--- config.mk ---
export PLATFORM = sky130hd
export DESIGN_NAME = bresenham_line_stepper_unit
export DESIGN_NICKNAME = d
export VERILOG_FILES = /design/src/rtl/bls_pkg.sv /design/src/rtl/bls_front.sv /design/src/rtl/bls_fifo.sv /design/src/rtl/bls_back.sv /design/src/rtl/bresenham_line_stepper_unit.sv
export VERILOG_INCLUDE_DIRS = /design/src /design/src/rtl
export SDC_FILE = /design/constraint.sdc
export NUM_CORES = 1
export LEC_CHECK = 0
export BUFFER_PORTS_ARGS = -buffer_cell sky130_fd_sc_hd__buf_2
export CORE_MARGIN = 2
export CORE_UTILIZATION = 55
export DETAILED_ROUTE_END_ITERATION = 16
export GPL_ROUTABILITY_DRIVEN = 0
export HOLD_SLACK_MARGIN = 0.1
export PLACE_DENSITY = 0.73
export SLEW_MARGIN = 20
export SYNTH_ARGS = -nofsm -noshare
export SYNTH_HDL_FRONTEND = slang
export SYNTH_SLANG_ARGS = --single-unit
--- constraint.sdc ---
create_clock -name clk -period 7.9 [get_ports clk]
set_input_delay 1.185 -clock clk [delete_from_list [all_inputs] [get_ports clk]]
set_output_delay 1.185 -clock clk [all_outputs]
set_load 0.01 [all_outputs]
--- src/rtl/assert_macros.svh ---
// assertion macros shared by the line stepper rtl
// expects a clock named clk and an active-low reset named arst_n in scope
`ifndef ASSERT_MACROS_SVH
`define ASSERT_MACROS_SVH

// property checked on every rising edge, off while reset is asserted
`define BLS_ASSERT(lbl, prop, msg) \
	lbl: assert property (@(posedge clk) disable iff (!arst_n) (prop)) else $error(msg);

// implication checked on every rising edge, off while reset is asserted
`define BLS_ASSERT_IMPL(lbl, ante, cons, msg) \
	lbl: assert property (@(posedge clk) disable iff (!arst_n) (ante) |-> (cons)) else $error(msg);

// next-cycle implication, off while reset is asserted
`define BLS_ASSERT_NEXT(lbl, ante, cons, msg) \
	lbl: assert property (@(posedge clk) disable iff (!arst_n) (ante) |=> (cons)) else $error(msg);

`endif

--- src/rtl/bls_pkg.sv ---
// shared types for the line stepper: line case codes and back-end states
// no dependencies
package bls_pkg;

	// line orientation decided by the front end
	typedef enum logic [1:0] {
		CASE_IDLE   = 2'd0,
		CASE_XMAJOR = 2'd1,
		CASE_YMAJOR = 2'd2,
		CASE_DIAG   = 2'd3
	} line_case_t;

	// back-end stepper states
	typedef enum logic {
		BK_IDLE = 1'b0,
		BK_RUN  = 1'b1
	} bk_state_t;

endpackage

--- src/rtl/bls_front.sv ---
// front end: accepts line requests, works out deltas, directions and case
// depends on bls_pkg
module bls_front #(
	parameter int COORD_BITS = 6
) (
	input  logic                    clk,
	input  logic                    arst_n,
	input  logic                    in_valid,
	output logic                    in_ready,
	input  logic [COORD_BITS-1:0]   start_x,
	input  logic [COORD_BITS-1:0]   start_y,
	input  logic [COORD_BITS-1:0]   end_x,
	input  logic [COORD_BITS-1:0]   end_y,
	output logic                    desc_valid,
	input  logic                    desc_ready,
	output logic [6*COORD_BITS+3:0] desc_data
);
	import bls_pkg::*;

	localparam int DESC_W = 6 * COORD_BITS + 4;

	logic                  x_neg, y_neg;
	logic [COORD_BITS-1:0] abs_dx, abs_dy, major_d, minor_d;
	line_case_t            lcase;
	logic                  vld_s1;
	logic [DESC_W-1:0]     desc_s1;

	// direction flags and absolute deltas
	always_comb begin
		x_neg  = end_x < start_x;
		y_neg  = end_y < start_y;
		abs_dx = x_neg ? (start_x - end_x) : (end_x - start_x);
		abs_dy = y_neg ? (start_y - end_y) : (end_y - start_y);
	end

	// classify and pick major and minor deltas
	always_comb begin
		if (abs_dx > abs_dy) begin
			lcase   = CASE_XMAJOR;
			major_d = abs_dx;
			minor_d = abs_dy;
		end else if (abs_dy > abs_dx) begin
			lcase   = CASE_YMAJOR;
			major_d = abs_dy;
			minor_d = abs_dx;
		end else begin
			lcase   = CASE_DIAG;
			major_d = abs_dx;
			minor_d = abs_dy;
		end
	end

	// stage register toward the queue
	assign in_ready   = !vld_s1 || desc_ready;
	assign desc_valid = vld_s1;
	assign desc_data  = desc_s1;

	always_ff @(posedge clk or negedge arst_n) begin
		if (!arst_n) begin
			vld_s1 <= 1'b0;
		end else if (in_ready) begin
			vld_s1 <= in_valid;
		end
	end

	always_ff @(posedge clk) begin
		if (in_valid && in_ready) begin
			desc_s1 <= {start_x, start_y, end_x, end_y, major_d, minor_d,
				x_neg, y_neg, lcase};
		end
	end

endmodule

--- src/rtl/bls_fifo.sv ---
// short descriptor queue between front end and stepper
// depends on assert_macros.svh
module bls_fifo #(
	parameter int WIDTH = 40,
	parameter int DEPTH = 2
) (
	input  logic             clk,
	input  logic             arst_n,
	input  logic             wr_valid,
	output logic             wr_ready,
	input  logic [WIDTH-1:0] wr_data,
	output logic             rd_valid,
	input  logic             rd_ready,
	output logic [WIDTH-1:0] rd_data
);
	`include "assert_macros.svh"

	localparam int PW = (DEPTH > 1) ? $clog2(DEPTH) : 1;
	localparam int CW = $clog2(DEPTH + 1);
	localparam logic [PW-1:0] LAST_PTR = PW'(DEPTH - 1);
	localparam logic [CW-1:0] FULL_CNT = CW'(DEPTH);

	logic [WIDTH-1:0] mem_q [DEPTH];
	logic [PW-1:0]    wr_ptr_q, rd_ptr_q;
	logic [CW-1:0]    cnt_q;
	logic             push, pop;

	assign wr_ready = cnt_q != FULL_CNT;
	assign rd_valid = cnt_q != '0;
	assign push     = wr_valid && wr_ready;
	assign pop      = rd_valid && rd_ready;
	assign rd_data  = mem_q[rd_ptr_q];

	// pointers and occupancy
	always_ff @(posedge clk or negedge arst_n) begin
		if (!arst_n) begin
			wr_ptr_q <= '0;
			rd_ptr_q <= '0;
			cnt_q    <= '0;
		end else begin
			if (push) begin
				wr_ptr_q <= (wr_ptr_q == LAST_PTR) ? '0 : wr_ptr_q + 1'b1;
			end
			if (pop) begin
				rd_ptr_q <= (rd_ptr_q == LAST_PTR) ? '0 : rd_ptr_q + 1'b1;
			end
			if (push && !pop) begin
				cnt_q <= cnt_q + 1'b1;
			end else if (pop && !push) begin
				cnt_q <= cnt_q - 1'b1;
			end
		end
	end

	// storage
	always_ff @(posedge clk) begin
		if (push) begin
			mem_q[wr_ptr_q] <= wr_data;
		end
	end

	// occupancy checks
	`BLS_ASSERT(a_cnt_bound, cnt_q <= FULL_CNT, "queue count above depth")
	`BLS_ASSERT_NEXT(a_cnt_inc, push && !pop, cnt_q == $past(cnt_q) + 1'b1, "count missed a push")
	`BLS_ASSERT_NEXT(a_cnt_dec, pop && !push, cnt_q == $past(cnt_q) - 1'b1, "count missed a pop")

endmodule

--- src/rtl/bls_back.sv ---
// back end: steps one line descriptor into pixels, one beat per cycle while the receiver takes them
// depends on bls_pkg and assert_macros.svh
module bls_back #(
	parameter int COORD_BITS = 6
) (
	input  logic                    clk,
	input  logic                    arst_n,
	input  logic                    desc_valid,
	output logic                    desc_ready,
	input  logic [6*COORD_BITS+3:0] desc_data,
	output logic                    out_valid,
	input  logic                    out_ready,
	output logic [COORD_BITS-1:0]   point_x,
	output logic [COORD_BITS-1:0]   point_y,
	output logic                    last_point
);
	import bls_pkg::*;
	`include "assert_macros.svh"

	localparam int CB = COORD_BITS;
	localparam int AW = COORD_BITS + 2;

	// descriptor fields
	logic [CB-1:0] d_sx, d_sy, d_ex, d_ey, d_major, d_minor;
	logic          d_xneg, d_yneg;
	line_case_t    d_case;

	assign d_sx    = desc_data[6*CB+3 -: CB];
	assign d_sy    = desc_data[5*CB+3 -: CB];
	assign d_ex    = desc_data[4*CB+3 -: CB];
	assign d_ey    = desc_data[3*CB+3 -: CB];
	assign d_major = desc_data[2*CB+3 -: CB];
	assign d_minor = desc_data[CB+3 -: CB];
	assign d_xneg  = desc_data[3];
	assign d_yneg  = desc_data[2];
	assign d_case  = line_case_t'(desc_data[1:0]);

	bk_state_t     state_q, state_d;
	logic [CB-1:0] cur_x_q, cur_y_q, tx_q, ty_q, major_q, minor_q, n_q;
	logic          xneg_q, yneg_q;
	line_case_t    case_q;
	logic [AW-1:0] acc1_q, acc2_q, acc1_d, acc2_d;
	logic          out_valid_q, last_q;
	logic [CB-1:0] px_q, py_q;

	logic          slot_free, load, emit, done, minor_go, step_x, step_y;
	logic [CB-1:0] nx, ny;

	assign slot_free = !out_valid_q || out_ready;
	assign done      = n_q == major_q;
	assign minor_go  = acc1_q > acc2_q;

	// which axes move on this step
	always_comb begin
		unique case (case_q)
			CASE_XMAJOR: begin
				step_x = 1'b1;
				step_y = minor_go;
			end
			CASE_YMAJOR: begin
				step_x = minor_go;
				step_y = 1'b1;
			end
			CASE_DIAG: begin
				step_x = 1'b1;
				step_y = 1'b1;
			end
			default: begin
				step_x = 1'b0;
				step_y = 1'b0;
			end
		endcase
	end

	// next coordinates, wrapping at the coordinate width
	always_comb begin
		nx = cur_x_q;
		ny = cur_y_q;
		if (step_x) begin
			nx = xneg_q ? cur_x_q - 1'b1 : cur_x_q + 1'b1;
		end
		if (step_y) begin
			ny = yneg_q ? cur_y_q - 1'b1 : cur_y_q + 1'b1;
		end
	end

	// error accumulator update
	always_comb begin
		if (minor_go) begin
			acc2_d = acc2_q + AW'(major_q) - acc1_q;
			acc1_d = AW'(minor_q);
		end else begin
			acc2_d = acc2_q;
			acc1_d = acc1_q + AW'(minor_q);
		end
	end

	// next state and handshake
	always_comb begin
		state_d    = state_q;
		load       = 1'b0;
		emit       = 1'b0;
		desc_ready = 1'b0;
		unique case (state_q)
			BK_IDLE: begin
				desc_ready = 1'b1;
				if (desc_valid) begin
					load    = 1'b1;
					state_d = BK_RUN;
				end
			end
			BK_RUN: begin
				if (slot_free) begin
					emit = 1'b1;
					if (done) begin
						state_d = BK_IDLE;
					end
				end
			end
			default: begin
				state_d = BK_IDLE;
			end
		endcase
	end

	always_ff @(posedge clk or negedge arst_n) begin
		if (!arst_n) begin
			state_q     <= BK_IDLE;
			out_valid_q <= 1'b0;
			case_q      <= CASE_IDLE;
		end else begin
			state_q <= state_d;
			if (emit) begin
				out_valid_q <= 1'b1;
			end else if (out_ready) begin
				out_valid_q <= 1'b0;
			end
			if (load) begin
				case_q <= d_case;
			end else if (emit && done) begin
				case_q <= CASE_IDLE;
			end
		end
	end

	// line registers and output beat
	always_ff @(posedge clk) begin
		if (load) begin
			cur_x_q <= d_sx;
			cur_y_q <= d_sy;
			tx_q    <= d_ex;
			ty_q    <= d_ey;
			major_q <= d_major;
			minor_q <= d_minor;
			xneg_q  <= d_xneg;
			yneg_q  <= d_yneg;
			acc1_q  <= '0;
			acc2_q  <= '0;
			n_q     <= '0;
		end else if (emit && !done) begin
			cur_x_q <= nx;
			cur_y_q <= ny;
			acc1_q  <= acc1_d;
			acc2_q  <= acc2_d;
			n_q     <= n_q + 1'b1;
		end
		if (emit) begin
			px_q   <= done ? tx_q : cur_x_q;
			py_q   <= done ? ty_q : cur_y_q;
			last_q <= done;
		end
	end

	assign out_valid  = out_valid_q;
	assign point_x    = px_q;
	assign point_y    = py_q;
	assign last_point = last_q;

	// stepper checks
	`BLS_ASSERT_IMPL(a_cnt_le_major, state_q == BK_RUN, n_q <= major_q, "step count past major delta")
	`BLS_ASSERT_NEXT(a_last_beat, emit && done, out_valid && last_point, "end point beat missing")
	`BLS_ASSERT_NEXT(a_inner_beat, emit && !done, out_valid && !last_point, "inner point flagged last")

endmodule

--- src/rtl/bresenham_line_stepper_unit.sv ---
// bresenham line stepper: one line request in, every pixel of the line out
// Input channel in_valid/in_ready carries start_x, start_y, end_x, end_y.
// Output channel out_valid/out_ready carries point_x, point_y, last_point;
// the end point always comes last, with last_point set. A line whose start
// equals its end gives a single beat.
// A line of major delta D gives D+1 beats, one per cycle while the
// receiver takes them; the stepper then returns to idle to load the next
// descriptor, so it takes no new line before it is through with the last.
// The back end has a single stepper, so lines are stepped one at a time.
// A request passes the front stage register, the queue write, the stepper
// load and the output register before its first beat appears.
// The front end classifies requests; up to QUEUE_DEPTH of them wait in the
// queue, plus one in the front stage, while the stepper works.
// When the receiver stalls, the output beat holds and the stepper waits.
// Reset clears all handshake and control state; no item is in flight after.
// depends on bls_pkg, bls_front, bls_fifo, bls_back
module bresenham_line_stepper_unit #(
	parameter int COORD_BITS  = 6,
	parameter int QUEUE_DEPTH = 2
) (
	input  logic                  clk,
	input  logic                  arst_n,
	input  logic                  in_valid,
	output logic                  in_ready,
	input  logic [COORD_BITS-1:0] start_x,
	input  logic [COORD_BITS-1:0] start_y,
	input  logic [COORD_BITS-1:0] end_x,
	input  logic [COORD_BITS-1:0] end_y,
	output logic                  out_valid,
	input  logic                  out_ready,
	output logic [COORD_BITS-1:0] point_x,
	output logic [COORD_BITS-1:0] point_y,
	output logic                  last_point
);
	localparam int DESC_W = 6 * COORD_BITS + 4;

	logic              f_valid, f_ready, q_valid, q_ready;
	logic [DESC_W-1:0] f_data, q_data;

	// classify requests
	bls_front #(
		.COORD_BITS(COORD_BITS)
	) u_front (
		.clk        (clk),
		.arst_n     (arst_n),
		.in_valid   (in_valid),
		.in_ready   (in_ready),
		.start_x    (start_x),
		.start_y    (start_y),
		.end_x      (end_x),
		.end_y      (end_y),
		.desc_valid (f_valid),
		.desc_ready (f_ready),
		.desc_data  (f_data)
	);

	// descriptor queue
	bls_fifo #(
		.WIDTH(DESC_W),
		.DEPTH(QUEUE_DEPTH)
	) u_fifo (
		.clk      (clk),
		.arst_n   (arst_n),
		.wr_valid (f_valid),
		.wr_ready (f_ready),
		.wr_data  (f_data),
		.rd_valid (q_valid),
		.rd_ready (q_ready),
		.rd_data  (q_data)
	);

	// pixel stepper
	bls_back #(
		.COORD_BITS(COORD_BITS)
	) u_back (
		.clk        (clk),
		.arst_n     (arst_n),
		.desc_valid (q_valid),
		.desc_ready (q_ready),
		.desc_data  (q_data),
		.out_valid  (out_valid),
		.out_ready  (out_ready),
		.point_x    (point_x),
		.point_y    (point_y),
		.last_point (last_point)
	);

endmodule

==> results.ini <==
[drt]
drt-initial-drc-count = 312
route.detailed.drc = 0
ant_nets = 0
viasPerCell = 5.45
drt-pass1-iter-count = 4
vias = 5500
wl_mm = 17.3
avgRoutedWirePerCell_microns = 17.2

[worst_setup_path]
rr_startpoint = u_back.out_valid$_DFFE_PN0P_
reg2reg_depth = 5
worst_ep_required_time_ns = 8.13
end_kind = flop
r2r_slack_ns = 5.23
worstSetupPathType = primary input to flop
cpMostUsedCell = inv_1
crit_chain = buf_2 -> inv_1 -> ha_1 -> inv_1 -> fa_1 -> a21o_1 -> a21oi_2 -> o21a_1 -> mux2_2 -> mux2i_1 -> inv_1 -> ha_1 -> nand3_1 -> o21ai_1 -> buf_4 -> mux2_2
slowest_stage = fa_1
critPathLaunchType = primary input
r2r_end = u_back.cur_x_q[3]$_DFFE_PP_
crit_arrival_ns = 4.50
cp_max_fo = 15
cp_slowest_stage_delay_ns = 0.40

[sta]
setup_viol = 0
finalHoldViolations = 0
maxSlewViolCount = 0
fmax_mhz = 234
relSlewSlack_pct = 28.9
rsz0062_at_grt = false
fin_ws_ns = 3.63
post-route-period-util_pct = 54.0
worstMarginPinSlew_ns = 1.06
setup_tns_ns = 0
period_needed_ns = 4.27
skew_ns = 0.0172

[yosys]
synthCells = 720
ys_warn_count = 0
syn_avg_cell_area_sq_um = 13.4
syn-num-nets = 822
synthTopCellsByArea = edfxtp_1 53%, ha_1 7.9%, dfxtp_1 4.6%
synthFlopType = edfxtp_1
ys_seq_area_share_pct = 59.9
netlist_area_sq_mm = 0.00968
yosysTopAreaCell = edfxtp_1
yosysTopAreaCellShare_pct = 53.1
yosysUniqueCellTypes = 52
synth_edf_count = 171
synth_seq_cells = 202
synthArstFlopShare_pct = 4.46

[min_path]
hold_path_end = u_fifo.mem_q[1][27]$_DFFE_PP_
hold_path.class = flop to flop
min_from = u_front.desc_data[27]$_DFFE_PP_
hold_depth = 0

[final_layout]
nets = 871
final_common_cell = edfxtp_1
mostFrequentLayoutCells = 171 x edfxtp_1, 83 x inv_1, 61 x ha_1, 42 x buf_2, 39 x mux2_2
finalNonFillerCells = 1009
ff_latch_area_sq_mm = 0.00580
diodes = 0
syn2layout_area_growth_pct = 11.4
drive_gt1_share_pct = 16.1
multi_input_area_sq_mm = 0.00347
fillCellCount = 1274
final_util_pct = 62.6

[place]
preCtsSetupSlack_ns = 3.20
hpwl_mm = 12.0
io_buffers = 42
placedCellCount = 970

[clocking]
cts_hold_buf = 0
h-tree-depth = 1
insertion_delay_ns = 0.50
cts_tree = done
cts_setup_buffers = 0
cts_buffer_depth = 3
path_clk_slew_ns = 0.06
cts_root_buffer = clkbuf_16
numCtsBuffers = 21
cts.sinks = 202
cts_resized = 0

[floorplanning]
die_w_microns = 137
fp-row-count = 48
dieHeight_microns = 137
initial_core_util_pct = 56.2
top_level_ports = 43
coreArea_sq_mm = 0.0172
dieArea_sq_mm = 0.0187

[pwr]
vdd_drop_max_v = 0.000255
p_leak_nw = 4.31
p_per_area_mw_per_mm2 = 395

[grt]
grt-ovfl-total = 0
grt_pass1_wl_mm = 28.1
antenna_found_initial = 0
grt_pass1_vias = 5544
grt_usage_pct = 19.5
grt_max_degree = 48

[run_status]
status = complete, no violations

[flow_run]
drv_cap = 0

final cells by class:
| class | count | share of cell area (%) |
|---|---|---|
| clock buffers | 24 | 4.98 |
| clock inverters | 14 | 1.13 |
| inverters | 84 | 2.92 |
| multi-input cells | 414 | 32.2 |
| flip-flops and latches | 202 | 53.8 |
| well taps | 225 | 2.61 |
| repair buffers | 46 | 2.34 |
worst max path at each step:
stage | from | end | slack (ns) | cells after the start
after floorplan | end_x[0] | u_front.desc_data[1]$_SDFFCE_PN0P_ | 3.52 | 16
after global placement | end_x[0] | u_front.desc_data[12]$_DFFE_PP_ | 3.32 | 16
after detailed placement | end_x[0] | u_front.desc_data[12]$_DFFE_PP_ | 3.20 | 16
after CTS | end_x[0] | u_front.desc_data[12]$_DFFE_PP_ | 3.70 | 16
after global routing | end_x[0] | u_front.desc_data[6]$_DFFE_PP_ | 3.42 | 16
final | end_x[0] | u_front.desc_data[12]$_DFFE_PP_ | 3.63 | 16
cell families after synthesis:
kind of cell,after synthesis,share of synthesized area [%]
and+or+nand+nor,110,5.87
xor gates and xnor gates,38,3.44
muxes,73,8.05
DFF,202,59.9
adders and majority gates,74,10.6
AOI/OAI and AO/OA,119,7.83
buffers and inverters,104,4.30
cell usage after synthesis (4+ instances only):
| cell | n |
|---|---|
| a221oi_1 | 4 |
| and2_1 | 5 |
| clkbuf_1 | 8 |
| mux2i_1 | 34 |
| nor2b_1 | 9 |
| xnor2_1 | 26 |
| nor2_1 | 22 |
| nand2b_1 | 4 |
| nand2_1 | 25 |
| xor2_1 | 12 |
| nor3_1 | 9 |
| a31oi_1 | 4 |
| a21oi_1 | 37 |
| edfxtp_1 | 171 |
| dfrtp_1 | 9 |
| nand3_1 | 24 |
| a211oi_1 | 7 |
| dfxtp_1 | 22 |
| inv_1 | 84 |
| buf_1 | 5 |
| fa_1 | 13 |
| ha_1 | 61 |
| mux2_2 | 39 |
| a21o_1 | 12 |
| o21ai_0 | 30 |
critical path, delay by kind of cell:
kind | cells | cell delay [ns]
AOI/OAI and AO/OA | 4 | 0.84
buffers and inverters | 5 | 0.56
muxes | 3 | 0.96
and+or+nand+nor | 1 | 0.10
adders and majority gates | 3 | 0.86
layer usage:
metal,track usage (%),up-vias,part of all wire [%]
met4,5.79,0,1.9
met2,31.1,110,47
met1,27.9,2675,48
met3,2.59,25,3.8
met5,0,-,0
li1,-,2690,-
per-stage QoR:
step,power (mW),cell area [sq um],hold WS (ns)
after global routing,4.54,10800,0.452
after detailed placement,3.31,10100,0.431
after floorplan,2.94,9680,0.421
final,4.25,10800,0.442
after global placement,3.22,10100,0.429
after CTS,4.28,10800,0.442
state kept, by name, indices dropped and copies added (netlist names), 2 cells and up:
| name | count |
|---|---|
| u_fifo.mem_q | 80 |
| u_back.cur_x_q | 6 |
| u_back.minor_q | 6 |
| u_back.acc2_q | 8 |
| u_back.acc1_q | 8 |
| u_fifo.cnt_q | 2 |
| u_back.n_q | 6 |
| u_back.point_y | 6 |
| u_front.desc_data | 40 |
| u_back.ty_q | 6 |
| u_back.major_q | 6 |
| u_back.tx_q | 6 |
| u_back.case_q | 2 |
| u_back.cur_y_q | 6 |
| u_back.point_x | 6 |
power breakdown:
| group | total [mW] | switching [mW] | leakage [nW] | internal (mW) |
|---|---|---|---|---|
| Combinational | 1.50 | 0.827 | 2.11 | 0.674 |
| Clock | 0.947 | 0.394 | 0.317 | 0.554 |
| Sequential | 1.81 | 0.205 | 1.89 | 1.60 |
Power figures use the tool's default switching activity.
